<file path="config.mk">
export PLATFORM = sky130hd
export DESIGN_NAME = turn_signal_autolight_controller_top_flat
export DESIGN_NICKNAME = d
export VERILOG_FILES = /design/src/rtl/tsac_pkg.sv /design/src/rtl/tsac_if.sv /design/src/rtl/tsac_front.sv /design/src/rtl/tsac_queue.sv /design/src/rtl/tsac_back.sv /design/src/rtl/turn_signal_autolight_controller_top.sv /design/src/flat_wrapper.sv
export SDC_FILE = /design/constraint.sdc
export NUM_CORES = 1
export LEC_CHECK = 0
export BUFFER_PORTS_ARGS = -buffer_cell sky130_fd_sc_hd__buf_2
export CAP_MARGIN = 20
export CELL_PAD_IN_SITES_DETAIL_PLACEMENT = 1
export CELL_PAD_IN_SITES_GLOBAL_PLACEMENT = 2
export CORE_UTILIZATION = 30
export DETAILED_ROUTE_END_ITERATION = 10
export MAX_ROUTING_LAYER = met4
export PLACE_DENSITY = 0.61
export SYNTH_ARGS = -nofsm -noshare
export SYNTH_HDL_FRONTEND = slang
export SYNTH_HIERARCHICAL = 1
export SYNTH_SLANG_ARGS = --single-unit
</file>
<file path="constraint.sdc">
create_clock -name clk -period 14.9 [get_ports clk]
set_clock_uncertainty 0.1 [all_clocks]
set_input_delay 2.98 -clock clk [delete_from_list [all_inputs] [get_ports clk]]
set_output_delay 2.98 -clock clk [all_outputs]
set_load 0.05 [all_outputs]
</file>
<file path="src/rtl/tsac_pkg.sv">
// Shared types and constants of the turn signal and headlamp controller.
// No dependencies; every other file depends on this package.
package tsac_pkg;

	localparam int SAMPLE_BITS_DEF = 12;
	localparam int TIMER_BITS_DEF  = 32;

	// Configuration register indexes.
	localparam int CFG_IDX_BITS = 3;
	typedef enum logic [CFG_IDX_BITS-1:0] {
		CFG_LEFT_ZONE_MAX     = 3'd0,
		CFG_CENTER_ZONE_LOW   = 3'd1,
		CFG_CENTER_ZONE_HIGH  = 3'd2,
		CFG_RIGHT_ZONE_MIN    = 3'd3,
		CFG_LAMP_ON_LEVEL     = 3'd4,
		CFG_LAMP_OFF_LEVEL    = 3'd5,
		CFG_BLINK_HALF_PERIOD = 3'd6
	} cfg_idx_t;

	// Register values after reset.
	localparam int unsigned LEFT_ZONE_MAX_RST     = 32'd1433;
	localparam int unsigned CENTER_ZONE_LOW_RST   = 32'd1638;
	localparam int unsigned CENTER_ZONE_HIGH_RST  = 32'd2457;
	localparam int unsigned RIGHT_ZONE_MIN_RST    = 32'd2662;
	localparam int unsigned LAMP_ON_LEVEL_RST     = 32'd2048;
	localparam int unsigned LAMP_OFF_LEVEL_RST    = 32'd2300;
	localparam int unsigned BLINK_HALF_PERIOD_RST = 32'd50000000;

	typedef enum logic [1:0] {
		ZONE_LEFT   = 2'd0,
		ZONE_CENTER = 2'd1,
		ZONE_RIGHT  = 2'd2,
		ZONE_TRANS  = 2'd3
	} zone_t;

	typedef enum logic [1:0] {
		ARM_NONE  = 2'd0,
		ARM_LEFT  = 2'd1,
		ARM_RIGHT = 2'd2
	} turn_t;

	// What the front end learns about one item, apart from its timer value.
	typedef struct packed {
		zone_t zone;
		logic  lamp_on_hit;
		logic  lamp_off_hit;
		logic  left_level;
		logic  right_level;
	} class_t;

endpackage

</file>
<file path="src/rtl/tsac_if.sv">
// Valid/ready channels for input items and result items.
// Depends on tsac_pkg for default widths.
interface tsac_sample_if #(
	parameter int SAMPLE_BITS = tsac_pkg::SAMPLE_BITS_DEF,
	parameter int TIMER_BITS  = tsac_pkg::TIMER_BITS_DEF
);
	logic                   valid;
	logic                   ready;
	logic [SAMPLE_BITS-1:0] steering_sample;
	logic [SAMPLE_BITS-1:0] light_sample;
	logic                   left_lever_level;
	logic                   right_lever_level;
	logic [TIMER_BITS-1:0]  timer_now;

	modport source (
		output valid, steering_sample, light_sample, left_lever_level,
		       right_lever_level, timer_now,
		input  ready
	);
	modport sink (
		input  valid, steering_sample, light_sample, left_lever_level,
		       right_lever_level, timer_now,
		output ready
	);
endinterface

interface tsac_result_if;
	logic       valid;
	logic       ready;
	logic       left_lamp;
	logic       right_lamp;
	logic       wrong_way_alarm;
	logic       headlamp;
	logic [1:0] turn_mode;
	logic       blink_phase;

	modport source (
		output valid, left_lamp, right_lamp, wrong_way_alarm, headlamp, turn_mode,
		       blink_phase,
		input  ready
	);
	modport sink (
		input  valid, left_lamp, right_lamp, wrong_way_alarm, headlamp, turn_mode,
		       blink_phase,
		output ready
	);
endinterface

</file>
<file path="src/rtl/tsac_front.sv">
// Front end: accepts input items, sorts the steering sample into a zone and
// compares the light sample against the lamp levels. Depends on tsac_pkg, tsac_if.
module tsac_front #(
	parameter int SAMPLE_BITS = tsac_pkg::SAMPLE_BITS_DEF,
	parameter int TIMER_BITS  = tsac_pkg::TIMER_BITS_DEF
) (
	tsac_sample_if.sink              samples,
	input  logic [SAMPLE_BITS-1:0]   left_zone_max,
	input  logic [SAMPLE_BITS-1:0]   center_zone_low,
	input  logic [SAMPLE_BITS-1:0]   center_zone_high,
	input  logic [SAMPLE_BITS-1:0]   right_zone_min,
	input  logic [SAMPLE_BITS-1:0]   lamp_on_level,
	input  logic [SAMPLE_BITS-1:0]   lamp_off_level,
	output logic                     push_valid,
	input  logic                     push_ready,
	output tsac_pkg::class_t         push_class,
	output logic [TIMER_BITS-1:0]    push_now
);
	import tsac_pkg::*;

	zone_t zone;

	// Left wins over right, right over center, when zones overlap.
	always_comb begin
		if (samples.steering_sample <= left_zone_max) begin
			zone = ZONE_LEFT;
		end else if (samples.steering_sample >= right_zone_min) begin
			zone = ZONE_RIGHT;
		end else if (samples.steering_sample >= center_zone_low &&
		             samples.steering_sample <= center_zone_high) begin
			zone = ZONE_CENTER;
		end else begin
			zone = ZONE_TRANS;
		end
	end

	always_comb begin
		push_class.zone         = zone;
		push_class.lamp_on_hit  = samples.light_sample <= lamp_on_level;
		push_class.lamp_off_hit = samples.light_sample >= lamp_off_level;
		push_class.left_level   = samples.left_lever_level;
		push_class.right_level  = samples.right_lever_level;
	end

	assign push_now      = samples.timer_now;
	assign push_valid    = samples.valid;
	assign samples.ready = push_ready;

endmodule

</file>
<file path="src/rtl/tsac_queue.sv">
// Two-entry queue between the front end and the back end.
// Depends on tsac_pkg only for the common import convention.
module tsac_queue #(
	parameter int WIDTH = 8
) (
	input  logic             clk,
	input  logic             arst_n,
	input  logic             push_valid,
	output logic             push_ready,
	input  logic [WIDTH-1:0] push_data,
	output logic             pop_valid,
	input  logic             pop_ready,
	output logic [WIDTH-1:0] pop_data
);
	import tsac_pkg::*;

	localparam int DEPTH = 2;

	logic [WIDTH-1:0] slot_q [DEPTH];
	logic             wr_ptr_q;
	logic             rd_ptr_q;
	logic [1:0]       count_q;
	logic             push;
	logic             pop;

	assign push_ready = count_q != 2'(DEPTH);
	assign pop_valid  = count_q != 2'd0;
	assign pop_data   = slot_q[rd_ptr_q];
	assign push       = push_valid && push_ready;
	assign pop        = pop_valid && pop_ready;

	always_ff @(posedge clk) begin
		if (push) begin
			slot_q[wr_ptr_q] <= push_data;
		end
	end

	always_ff @(posedge clk or negedge arst_n) begin
		if (!arst_n) begin
			wr_ptr_q <= 1'b0;
			rd_ptr_q <= 1'b0;
			count_q  <= 2'd0;
		end else begin
			if (push) begin
				wr_ptr_q <= ~wr_ptr_q;
			end
			if (pop) begin
				rd_ptr_q <= ~rd_ptr_q;
			end
			if (push && !pop) begin
				count_q <= count_q + 2'd1;
			end else if (pop && !push) begin
				count_q <= count_q - 2'd1;
			end
		end
	end

endmodule

</file>
<file path="src/rtl/tsac_back.sv">
// Back end: lever edges, turn arming and cancel, headlamp hysteresis, blink
// timing and the result register. Depends on tsac_pkg, tsac_if.
module tsac_back #(
	parameter int TIMER_BITS = tsac_pkg::TIMER_BITS_DEF
) (
	input  logic                  clk,
	input  logic                  arst_n,
	input  logic                  pop_valid,
	output logic                  pop_ready,
	input  tsac_pkg::class_t      pop_class,
	input  logic [TIMER_BITS-1:0] pop_now,
	input  logic [TIMER_BITS-1:0] blink_half_period,
	tsac_result_if.source         results
);
	import tsac_pkg::*;

	turn_t                 armed_q;
	logic                  left_reached_q;
	logic                  right_reached_q;
	logic                  prev_left_q;
	logic                  prev_right_q;
	logic                  blink_q;
	logic                  lamp_q;
	logic [TIMER_BITS-1:0] stamp_q;

	logic                  out_valid_q;
	logic                  out_left_q;
	logic                  out_right_q;
	logic                  out_alarm_q;
	logic                  out_lamp_q;
	turn_t                 out_turn_q;
	logic                  out_blink_q;

	logic                  fire;
	logic                  edge_left;
	logic                  edge_right;
	logic                  lamp_n;
	turn_t                 armed_a;
	turn_t                 armed_n;
	logic                  left_reached_n;
	logic                  right_reached_n;
	logic                  blink_a;
	logic                  blink_n;
	logic                  cancel;
	logic                  alarm;
	logic                  toggle;
	logic [TIMER_BITS-1:0] stamp_a;
	logic [TIMER_BITS-1:0] stamp_n;
	logic [TIMER_BITS-1:0] elapsed;

	assign pop_ready = !out_valid_q || results.ready;
	assign fire      = pop_valid && pop_ready;

	always_comb begin
		if (!lamp_q && pop_class.lamp_on_hit) begin
			lamp_n = 1'b1;
		end else if (lamp_q && pop_class.lamp_off_hit) begin
			lamp_n = 1'b0;
		end else begin
			lamp_n = lamp_q;
		end

		// The left lever is checked first; a right edge in the same item is lost.
		edge_left  = prev_left_q && !pop_class.left_level;
		edge_right = !edge_left && prev_right_q && !pop_class.right_level;

		armed_a         = armed_q;
		left_reached_n  = left_reached_q;
		right_reached_n = right_reached_q;
		blink_a         = blink_q;
		stamp_a         = stamp_q;
		if (edge_left || edge_right) begin
			armed_a         = edge_left ? ARM_LEFT : ARM_RIGHT;
			left_reached_n  = 1'b0;
			right_reached_n = 1'b0;
			blink_a         = 1'b1;
			stamp_a         = pop_now;
		end

		if (armed_a == ARM_LEFT && pop_class.zone == ZONE_LEFT) begin
			left_reached_n = 1'b1;
		end else if (armed_a == ARM_RIGHT && pop_class.zone == ZONE_RIGHT) begin
			right_reached_n = 1'b1;
		end

		cancel = pop_class.zone == ZONE_CENTER &&
		         ((armed_a == ARM_LEFT && left_reached_n) ||
		          (armed_a == ARM_RIGHT && right_reached_n));
		armed_n = cancel ? ARM_NONE : armed_a;
		blink_n = cancel ? 1'b0 : blink_a;

		alarm = (armed_n == ARM_LEFT && pop_class.zone == ZONE_RIGHT) ||
		        (armed_n == ARM_RIGHT && pop_class.zone == ZONE_LEFT);

		// Wrapping difference; it is zero right after a lever edge stamps the time.
		elapsed = pop_now - stamp_a;
		toggle  = armed_n != ARM_NONE && elapsed >= blink_half_period;
		stamp_n = toggle ? pop_now : stamp_a;
		if (toggle) begin
			blink_n = ~blink_n;
		end
	end

	always_ff @(posedge clk or negedge arst_n) begin
		if (!arst_n) begin
			armed_q         <= ARM_NONE;
			left_reached_q  <= 1'b0;
			right_reached_q <= 1'b0;
			prev_left_q     <= 1'b1;
			prev_right_q    <= 1'b1;
			blink_q         <= 1'b0;
			lamp_q          <= 1'b0;
			stamp_q         <= '0;
			out_valid_q     <= 1'b0;
		end else begin
			if (fire) begin
				armed_q         <= armed_n;
				left_reached_q  <= left_reached_n;
				right_reached_q <= right_reached_n;
				prev_left_q     <= pop_class.left_level;
				prev_right_q    <= pop_class.right_level;
				blink_q         <= blink_n;
				lamp_q          <= lamp_n;
				stamp_q         <= stamp_n;
				out_valid_q     <= 1'b1;
			end else if (results.ready) begin
				out_valid_q <= 1'b0;
			end
		end
	end

	always_ff @(posedge clk) begin
		if (fire) begin
			out_left_q  <= (armed_n == ARM_LEFT) && blink_n;
			out_right_q <= (armed_n == ARM_RIGHT) && blink_n;
			out_alarm_q <= alarm;
			out_lamp_q  <= lamp_n;
			out_turn_q  <= armed_n;
			out_blink_q <= blink_n;
		end
	end

	assign results.valid           = out_valid_q;
	assign results.left_lamp       = out_left_q;
	assign results.right_lamp      = out_right_q;
	assign results.wrong_way_alarm = out_alarm_q;
	assign results.headlamp        = out_lamp_q;
	assign results.turn_mode       = out_turn_q;
	assign results.blink_phase     = out_blink_q;

endmodule

</file>
<file path="src/rtl/turn_signal_autolight_controller_top.sv">
// Channel   Dir  Handshake     Payload
// samples   in   valid/ready   steering, light, two lever levels, timer value
// results   out  valid/ready   indicator lamps, alarm, headlamp, turn mode, blink phase
// cfg       in   cfg_we        cfg_index, cfg_wdata (no read-back)
//
// One item per clock is sustained while results are taken; an accepted item goes first into
// a queue slot and then into the back end state and the result register.
// The back end updates its state and the result register at the same clock edge.
// A stalled result holds the back end; the two-entry queue keeps taking items until full.
// Reset is asynchronous and active low; it loads the register defaults and resets the control state.
// Depends on tsac_pkg, tsac_if, tsac_front, tsac_queue and tsac_back.
module turn_signal_autolight_controller_top #(
	parameter int SAMPLE_BITS = tsac_pkg::SAMPLE_BITS_DEF,
	parameter int TIMER_BITS  = tsac_pkg::TIMER_BITS_DEF,
	parameter int CFG_BITS    = (TIMER_BITS > SAMPLE_BITS) ? TIMER_BITS : SAMPLE_BITS
) (
	input  logic                              clk,
	input  logic                              arst_n,
	tsac_sample_if.sink                       samples,
	tsac_result_if.source                     results,
	input  logic                              cfg_we,
	input  logic [tsac_pkg::CFG_IDX_BITS-1:0] cfg_index,
	input  logic [CFG_BITS-1:0]               cfg_wdata
);
	import tsac_pkg::*;

	localparam int QUEUE_BITS = $bits(class_t) + TIMER_BITS;

	logic [SAMPLE_BITS-1:0] left_zone_max_q;
	logic [SAMPLE_BITS-1:0] center_zone_low_q;
	logic [SAMPLE_BITS-1:0] center_zone_high_q;
	logic [SAMPLE_BITS-1:0] right_zone_min_q;
	logic [SAMPLE_BITS-1:0] lamp_on_level_q;
	logic [SAMPLE_BITS-1:0] lamp_off_level_q;
	logic [TIMER_BITS-1:0]  blink_half_period_q;

	logic                  push_valid;
	logic                  push_ready;
	class_t                push_class;
	logic [TIMER_BITS-1:0] push_now;
	logic                  pop_valid;
	logic                  pop_ready;
	logic [QUEUE_BITS-1:0] pop_data;
	class_t                pop_class;
	logic [TIMER_BITS-1:0] pop_now;

	always_ff @(posedge clk or negedge arst_n) begin
		if (!arst_n) begin
			left_zone_max_q     <= SAMPLE_BITS'(LEFT_ZONE_MAX_RST);
			center_zone_low_q   <= SAMPLE_BITS'(CENTER_ZONE_LOW_RST);
			center_zone_high_q  <= SAMPLE_BITS'(CENTER_ZONE_HIGH_RST);
			right_zone_min_q    <= SAMPLE_BITS'(RIGHT_ZONE_MIN_RST);
			lamp_on_level_q     <= SAMPLE_BITS'(LAMP_ON_LEVEL_RST);
			lamp_off_level_q    <= SAMPLE_BITS'(LAMP_OFF_LEVEL_RST);
			blink_half_period_q <= TIMER_BITS'(BLINK_HALF_PERIOD_RST);
		end else if (cfg_we) begin
			case (cfg_idx_t'(cfg_index))
				CFG_LEFT_ZONE_MAX:     left_zone_max_q     <= cfg_wdata[SAMPLE_BITS-1:0];
				CFG_CENTER_ZONE_LOW:   center_zone_low_q   <= cfg_wdata[SAMPLE_BITS-1:0];
				CFG_CENTER_ZONE_HIGH:  center_zone_high_q  <= cfg_wdata[SAMPLE_BITS-1:0];
				CFG_RIGHT_ZONE_MIN:    right_zone_min_q    <= cfg_wdata[SAMPLE_BITS-1:0];
				CFG_LAMP_ON_LEVEL:     lamp_on_level_q     <= cfg_wdata[SAMPLE_BITS-1:0];
				CFG_LAMP_OFF_LEVEL:    lamp_off_level_q    <= cfg_wdata[SAMPLE_BITS-1:0];
				CFG_BLINK_HALF_PERIOD: blink_half_period_q <= cfg_wdata[TIMER_BITS-1:0];
				default: begin
				end
			endcase
		end
	end

	tsac_front #(
		.SAMPLE_BITS (SAMPLE_BITS),
		.TIMER_BITS  (TIMER_BITS)
	) u_front (
		.samples          (samples),
		.left_zone_max    (left_zone_max_q),
		.center_zone_low  (center_zone_low_q),
		.center_zone_high (center_zone_high_q),
		.right_zone_min   (right_zone_min_q),
		.lamp_on_level    (lamp_on_level_q),
		.lamp_off_level   (lamp_off_level_q),
		.push_valid       (push_valid),
		.push_ready       (push_ready),
		.push_class       (push_class),
		.push_now         (push_now)
	);

	tsac_queue #(
		.WIDTH (QUEUE_BITS)
	) u_queue (
		.clk        (clk),
		.arst_n     (arst_n),
		.push_valid (push_valid),
		.push_ready (push_ready),
		.push_data  ({push_class, push_now}),
		.pop_valid  (pop_valid),
		.pop_ready  (pop_ready),
		.pop_data   (pop_data)
	);

	assign pop_class = class_t'(pop_data[QUEUE_BITS-1:TIMER_BITS]);
	assign pop_now   = pop_data[TIMER_BITS-1:0];

	tsac_back #(
		.TIMER_BITS (TIMER_BITS)
	) u_back (
		.clk               (clk),
		.arst_n            (arst_n),
		.pop_valid         (pop_valid),
		.pop_ready         (pop_ready),
		.pop_class         (pop_class),
		.pop_now           (pop_now),
		.blink_half_period (blink_half_period_q),
		.results           (results)
	);

	// Only one indicator can be lit at a time.
	assert property (@(posedge clk) disable iff (!arst_n)
		results.valid |-> !(results.left_lamp && results.right_lamp))
		else $error("both indicators lit");

	// A lit left indicator follows the blink phase of an armed left turn.
	assert property (@(posedge clk) disable iff (!arst_n)
		(results.valid && results.left_lamp) |->
		(results.blink_phase && results.turn_mode == ARM_LEFT))
		else $error("left indicator lit without a left turn in phase");

	// The alarm needs an armed turn.
	assert property (@(posedge clk) disable iff (!arst_n)
		(results.valid && results.wrong_way_alarm) |-> results.turn_mode != ARM_NONE)
		else $error("alarm without an armed turn");

	// With no turn armed the blink phase rests low.
	assert property (@(posedge clk) disable iff (!arst_n)
		(results.valid && results.turn_mode == ARM_NONE) |-> !results.blink_phase)
		else $error("blink phase high with no turn armed");

endmodule
</file>
<file path="src/flat_wrapper.sv">
// flat-port wrapper written by rule: the top's interface ports become plain ports
module turn_signal_autolight_controller_top_flat import tsac_pkg::*;
#(
	parameter int SAMPLE_BITS = tsac_pkg::SAMPLE_BITS_DEF,
	parameter int TIMER_BITS  = tsac_pkg::TIMER_BITS_DEF,
	parameter int CFG_BITS    = (TIMER_BITS > SAMPLE_BITS) ? TIMER_BITS : SAMPLE_BITS
)
  (clk, arst_n, cfg_we, cfg_index, cfg_wdata, samples_valid, samples_steering_sample, samples_light_sample, samples_left_lever_level, samples_right_lever_level, samples_timer_now, samples_ready, results_valid, results_left_lamp, results_right_lamp, results_wrong_way_alarm, results_headlamp, results_turn_mode, results_blink_phase, results_ready);
  tsac_sample_if #(.SAMPLE_BITS(SAMPLE_BITS), .TIMER_BITS(TIMER_BITS)) samples_i ();
  tsac_result_if results_i ();
  input  logic clk;
  input  logic arst_n;
  input  logic cfg_we;
  input  logic [tsac_pkg::CFG_IDX_BITS-1:0] cfg_index;
  input  logic [CFG_BITS-1:0] cfg_wdata;
  input wire logic [$bits(samples_i.valid)-1:0] samples_valid;
  input wire logic [$bits(samples_i.steering_sample)-1:0] samples_steering_sample;
  input wire logic [$bits(samples_i.light_sample)-1:0] samples_light_sample;
  input wire logic [$bits(samples_i.left_lever_level)-1:0] samples_left_lever_level;
  input wire logic [$bits(samples_i.right_lever_level)-1:0] samples_right_lever_level;
  input wire logic [$bits(samples_i.timer_now)-1:0] samples_timer_now;
  output wire logic [$bits(samples_i.ready)-1:0] samples_ready;
  output wire logic [$bits(results_i.valid)-1:0] results_valid;
  output wire logic [$bits(results_i.left_lamp)-1:0] results_left_lamp;
  output wire logic [$bits(results_i.right_lamp)-1:0] results_right_lamp;
  output wire logic [$bits(results_i.wrong_way_alarm)-1:0] results_wrong_way_alarm;
  output wire logic [$bits(results_i.headlamp)-1:0] results_headlamp;
  output wire logic [$bits(results_i.turn_mode)-1:0] results_turn_mode;
  output wire logic [$bits(results_i.blink_phase)-1:0] results_blink_phase;
  input wire logic [$bits(results_i.ready)-1:0] results_ready;
  assign samples_i.valid = samples_valid;
  assign samples_i.steering_sample = samples_steering_sample;
  assign samples_i.light_sample = samples_light_sample;
  assign samples_i.left_lever_level = samples_left_lever_level;
  assign samples_i.right_lever_level = samples_right_lever_level;
  assign samples_i.timer_now = samples_timer_now;
  assign samples_ready = samples_i.ready;
  assign results_valid = results_i.valid;
  assign results_left_lamp = results_i.left_lamp;
  assign results_right_lamp = results_i.right_lamp;
  assign results_wrong_way_alarm = results_i.wrong_way_alarm;
  assign results_headlamp = results_i.headlamp;
  assign results_turn_mode = results_i.turn_mode;
  assign results_blink_phase = results_i.blink_phase;
  assign results_i.ready = results_ready;
  turn_signal_autolight_controller_top #(.SAMPLE_BITS(SAMPLE_BITS), .TIMER_BITS(TIMER_BITS), .CFG_BITS(CFG_BITS)) u_core (.clk(clk), .arst_n(arst_n), .samples(samples_i), .results(results_i), .cfg_we(cfg_we), .cfg_index(cfg_index), .cfg_wdata(cfg_wdata));
endmodule
</file>
### Word-level counts from Yosys, hierarchy flattened

Memory sizes are Yosys's and may differ from the RTL's.
Index checks and enable logic that the tools add are counted.

* bits in registers: 156
* memory bits (writable): 76
* input bits: 98
* output and inout port bits: 9
* word-level logic and storage cells: 120
* memories: 1

Memories
* u_core.u_queue.slot_q: depth 2, width 38, rd ports 1, clocked after memory_dff 0, write ports 1, line tsac_queue.sv:19 `logic [WIDTH-1:0] slot_q [DEPTH];`

* add/sub/neg operators: 3
* order comparisons: 7
* equality and inequality tests: 13
* muxes and demuxes: 24
* bitwise logic cells: 3
* reduce and logical (&&, ||, !) cells: 44

Operators by type and width (count)
* $mux W32: 2
* $ge A12 B12 Y1: 3
* $le A12 B12 Y1: 3
* $ge A32 B32 Y1: 1
* $sub A32 B32 Y32: 1
* $logic_and A1 B1 Y1: 20
* $mux W2: 8
* $mux W1: 14
* $reduce_and A2 Y1: 7
* $eq A3 B3 Y1 const B: 3
* $reduce_bool A2 Y1: 4
* $logic_not A1 Y1: 7
* $eq A2 B1 Y1 const B: 3
* $eq A2 B2 Y1 const B: 3
* $eq A3 B2 Y1 const B: 2
* $logic_or A1 B1 Y1: 4
* $eq A3 B1 Y1 const B: 1
* $logic_not A3 Y1: 1
* $not A1 Y1: 3
* $add A2 B1 Y2 const B: 1
* $logic_not A2 Y1: 1
* $ne A2 B2 Y1 const B: 1
* $sub A2 B1 Y2 const B: 1

### Depth between registers and ports, before layout

An unclocked memory read counts as a cell.

* depth in word-level cells: 20
* depth in mapped cells: 30
* gate-level depth less buffers: 26

### Hierarchy

The synthesis kept the hierarchy.

By module, submodules not included
* tsac_back: times used 1, cells each 554, area an instance 4964.8 um^2, sequential area each 1238.7 um^2
* turn_signal_autolight_controller_top: times used 1, cells each 224, area an instance 3996.3 um^2, sequential area each 2657.5 um^2
* tsac_queue: times used 1, cells each 136, area an instance 2982.9 um^2, sequential area each 2382.3 um^2
* tsac_front: times used 1, cells each 281, area an instance 2034.5 um^2, sequential area each 0.0 um^2

### Worst setup path after synthesis

OpenSTA, ideal clock, no wires.

* kind: register to register
* start: reg u_core.u_queue.rd_ptr_q
* end: reg u_core.u_back.stamp_q[10]
* setup time: 0.127 ns
* data arrival time: 6.039 ns
* data required time: 14.673 ns
* path slack: 8.634 ns
* stages on the path, launching flop included: 29
* buffers on the path: 5
* clock period less this slack: 6.266 ns
* path through: dfrtp_1 -> buf_6 -> mux2_2 -> nand2b_1 -> buf_6 -> nand2_1 -> clkbuf_1 -> clkbuf_1 -> mux2i_1 -> ha_1 -> nand2_1 -> or4_1 -> a21oi_2 -> or3_1 -> nand4_1 -> a21oi_1 -> o21ai_1 -> xnor2_1 -> ha_1 -> a21o_1 -> a21oi_1 -> nor2b_1 -> o21ai_0 -> nand2b_1 -> a21oi_1 -> o21ai_1 -> o311a_4 -> buf_6 -> mux2_1

* longest elaborated chain between the ends: 19
* elaborated cells on any way between the ends: 33
* classes of those cells: add/sub: 1; order compare: 1; eq/ne: 4; mux: 10; reduce/logical: 16; memory: 1

Ends and longest elaborated chain
* start: declaration: line tsac_queue.sv:21 `logic rd_ptr_q;`
* start signal: assignment: line tsac_queue.sv:48 `rd_ptr_q <= ~rd_ptr_q;`
* $mem_v2 Z2 W38 (*)
* named net u_core.pop_data[33]: line turn_signal_autolight_controller_top.sv:43 `logic [QUEUE_BITS-1:0] pop_data;`
* $logic_not A1 Y1 (*): line tsac_back.sv:64 `edge_left = prev_left_q && !pop_class.left_level;`
* $logic_and A1 B1 Y1 (*): line tsac_back.sv:64
* branches (longest 15 deep; another with $sub A32 B32 Y32)
* $mux W32 (*): line tsac_back.sv:98 `stamp_n = toggle ? pop_now : stamp_a;`
* end signal: assignment: line tsac_back.sv:124 `stamp_q <= stamp_n;`
* end: declaration: line tsac_back.sv:24 `logic [TIMER_BITS-1:0] stamp_q;`

Mark *: on every way through the listed nets, which the timed path passes.
A chain may end at the register's enable or synchronous reset.

### Worst setup path in the final report

* start: reg u_core.u_queue.rd_ptr_q
* end: reg u_core.u_back.stamp_q[17]

The elaborated chain is that of the path after synthesis.

==> results.ini <==
[placed_design]
portBuffers=106
gp_congestion=0.8196
placed_area_um2=14820
hpwl_um=26630

[worst_setup_path]
r2r_cells=21
endpoint_kind=flop
crit_path_start=u_core/u_queue/rd_ptr_q
path_cells=mux2_2 -> nand2b_1 -> nand2_1 -> buf_4 -> mux2i_1 -> ha_1 -> a21o_1 -> a21o_1 -> a21o_1 -> a2111oi_0 -> a21oi_1 -> o311ai_1 -> o21ai_1 -> xnor2_1 -> ha_1 -> nand4_1 -> nor2_1 -> nand2_1 -> o211ai_2 -> o311a_4 -> mux2_2
timing.setup.critical_path_class=flop to flop
crit_arrival_ns=6.81
cp.depth=21
regToRegStartpoint=u_core/u_queue/rd_ptr_q
cp_top_family=compound AO/OA/AOI/OAI gates
critical_path_required_ns=15.23
critPathBufInv=1
cpPeakStageDelay_ns=0.54
critPathSlowestCell=o311a_4
worst_path_most_repeated_cell=a21o_1
crit_path_end=u_core/u_back/stamp_q[17]
reg2reg_to=u_core/u_back/stamp_q[17]
cp_max_fo=32
ff2ff_setup_slack_ns=8.42
cp-start-kind=flop

[floorplan]
fp.dieArea_um2=47460
die_y_um=217.9
top_level_ports=107
start_util_pct=30.60
coreArea_um2=45670
fp-row-count=78
die_w_um=217.9

[detailed_routing]
drt-initial-drc-count=335
drt-wirelength-per-cell_um=18.60
drt_first_pass_iters=4
drc=0
vias=9100
vias_per_cell=4.802
ant_nets=0
wl_um=35250

[sta]
slew_headroom_pct=31.56
period_needed_ns=6.481
finalCritPeriodShare_pct=43.50
worst_pin_slew_ns=1.027
setup_viol=0
setup_tns_ns=0
fmax_ghz=0.1543
rsz0062_at_grt=no
hold_viol_final=0
drv_slew=0

[clocking]
postCtsSetupBuffers=0
cts_tree=built
clock-root-buffer=clkbuf_16
cts-resized-gates=0
clock-sinks=232
insertion_delay_ns=0.56
path_clk_slew_ns=0.06
clock_path_buffers=3
cts_max_level=1
cts_buffers=28
ctsHoldBuffers=0

[min_path]
hold_class=flop to flop

[grt]
first_global_vias=9880
grt_pass1_wl_um=55900
grt_overflow=0
grt_usage_pct=15.61
antenna_found_initial=2
grt_max_degree=94

[pwr]
power_frac_comb_pct=59.0
swShare_pct=42.63
p_leak_nw=6.948
cellPowerDensity_nw_per_um2=262.8
intPower_mw=2.379
vdd_drop_max_mv=0.1033
seqPwrFrac_pct=23.6
pwr-share-clk_pct=17.4
p_switching_mw=1.768

[synthesis]
synth.top_cells.by_area=dfrtp_1 (18%), edfxtp_1 (18%), mux2_2 (12%), ha_1 (12%), dfstp_2 (8.6%)
synth_edf_count=83
synth_top_flop_cell=dfrtp_1
yosys_warnings=6
synth.largest_area_cell=dfrtp_1
avgSynthCellArea_um2=11.70
seq_area_frac_synth_pct=44.92
netlist_instances=1195
syn_nets=1424
yosys.cell_types.count=85
syn_area_um2=13980
synth_top_area_share_pct=18.44
async_flop_share_pct=64.22
synth-seq-cells=232

[finish]
stdcell_area_um2=15780
layout.nets=1500
layout-drive-gt1-share_pct=29.85
mostFrequentLayoutCells=mux2_2 (149), ha_1 (131), inv_1 (114), buf_2 (105), dfrtp_1 (102)
final_common_cell=mux2_2
area_growth_pct=12.91

[flow_run]
maxCapViolations=0

[status]
status=finished, final reports clean

==> stage by stage <==
| step | util, % | hold slack (ns) | setup WS [ns] | std cells | total power, mW |
|---|---|---|---|---|---|
| 4_1_cts | 34.54 | 0.3753 | 8.314 | 1893 | 4.223 |
| 6_report | 34.56 | 0.3726 | 8.419 | 1895 | 4.147 |
| 5_1_grt | 34.56 | 0.3871 | 7.857 | 1895 | 4.530 |
| 3_5_place_dp | 32.45 | 0.3648 | 8.346 | 1841 | 3.465 |
| 2_1_floorplan | - | 0.3441 | 8.634 | 1195 | 2.837 |
| 3_3_place_gp | 32.45 | 0.3535 | 8.543 | 1841 | 3.419 |
==> Yosys cell counts (4+ instances only) <==
cell / number
mux2_2: 149
nor2b_1: 10
o31ai_1: 6
and3_1: 5
dfstp_2: 46
and2_1: 7
a31oi_1: 8
mux2_1: 15
mux2_4: 10
buf_4: 42
inv_1: 114
mux2i_1: 26
or2_2: 5
ha_1: 131
buf_6: 10
clkbuf_1: 8
a21o_1: 40
o21ai_0: 31
xnor2_1: 26
nand2b_1: 15
buf_2: 4
or3_1: 6
a21oi_1: 56
a211oi_1: 6
o21ai_1: 6
nand4_1: 21
nand3_1: 14
nor2_1: 41
xor2_1: 14
nand2_1: 46
dfrtp_1: 103
edfxtp_1: 83
nor3_1: 14
==> layout make-up <==
class                      instances  area (um2)
inverter                         115       431.7
multi-input combinational        783        6784
timing repair buffer             111       574.3
antenna                            2       5.005
tap                              600       750.7
sequential                       232        6280
clock inverter                    14       197.7
clock buffer                      38       759.5
fill                            5004       29890
==> power groups by stage <==
stage	clock network, mW	registers [mW]	logic (mW)
4_1_cts	0.749	0.982	2.49
2_1_floorplan	0	1.00	1.83
3_3_place_gp	0	0.985	2.43
3_5_place_dp	0	0.993	2.47
6_report	0.721	0.979	2.45
5_1_grt	0.770	1.00	2.75
==> sequential cells by signal, summed over array words and instances (netlist names), 2 cells and up <==
name,cells
u_core/lamp_off_level_q,12
u_core/u_back/armed_q,2
u_core/u_back/stamp_q,32
u_core/center_zone_low_q,12
u_core/center_zone_high_q,12
u_core/right_zone_min_q,12
u_core/u_queue/count_q,2
u_core/blink_half_period_q,32
u_core/u_queue/slot_q,76
u_core/left_zone_max_q,12
u_core/lamp_on_level_q,12
u_core/u_back/results.turn_mode,2
==> worst min-delay path by stage <==
stage / start / to / slack, ns / depth (start not counted)
CTS: u_core/u_back/prev_left_q / u_core/u_back/prev_left_q / 0.38 / 2
floorplan: u_core/u_back/prev_left_q / u_core/u_back/prev_left_q / 0.34 / 2
global route: u_core/u_back/prev_left_q / u_core/u_back/prev_left_q / 0.39 / 2
finish: u_core/u_back/prev_left_q / u_core/u_back/prev_left_q / 0.37 / 2
global placement: u_core/u_back/prev_left_q / u_core/u_back/prev_left_q / 0.35 / 2
detailed placement: u_core/u_back/prev_left_q / u_core/u_back/prev_left_q / 0.36 / 2
==> per-layer routing <==
metal,wire (um),track usage [%]
met5,0,-
met4,452,3.310
met3,1451,2.803
met2,16880,25.77
met1,16460,19.91
==> tightest hold or removal path, delay by kind of cell (launching register included) <==
family,cells,cell delay (ns)
flops,1,0.38
simple gates,2,0.10
==> cells by family (layout without fill, tap and decap cells) <==
| group | after synthesis | in the layout | share of synthesized area [%] |
|---|---|---|---|
| buffers and inverters | 180 | 278 | 6.615 |
| AND/OR/NAND/NOR | 205 | 205 | 7.993 |
| flip-flops | 232 | 232 | 44.92 |
| adder cells (fa/ha/maj) | 132 | 132 | 11.81 |
| AO/OA/AOI/OAI | 206 | 206 | 10.02 |
| multiplexers | 200 | 200 | 16.15 |
| other | 0 | 2 | 0 |
| XOR/XNOR | 40 | 40 | 2.506 |
(Power assumes the default switching activity.)
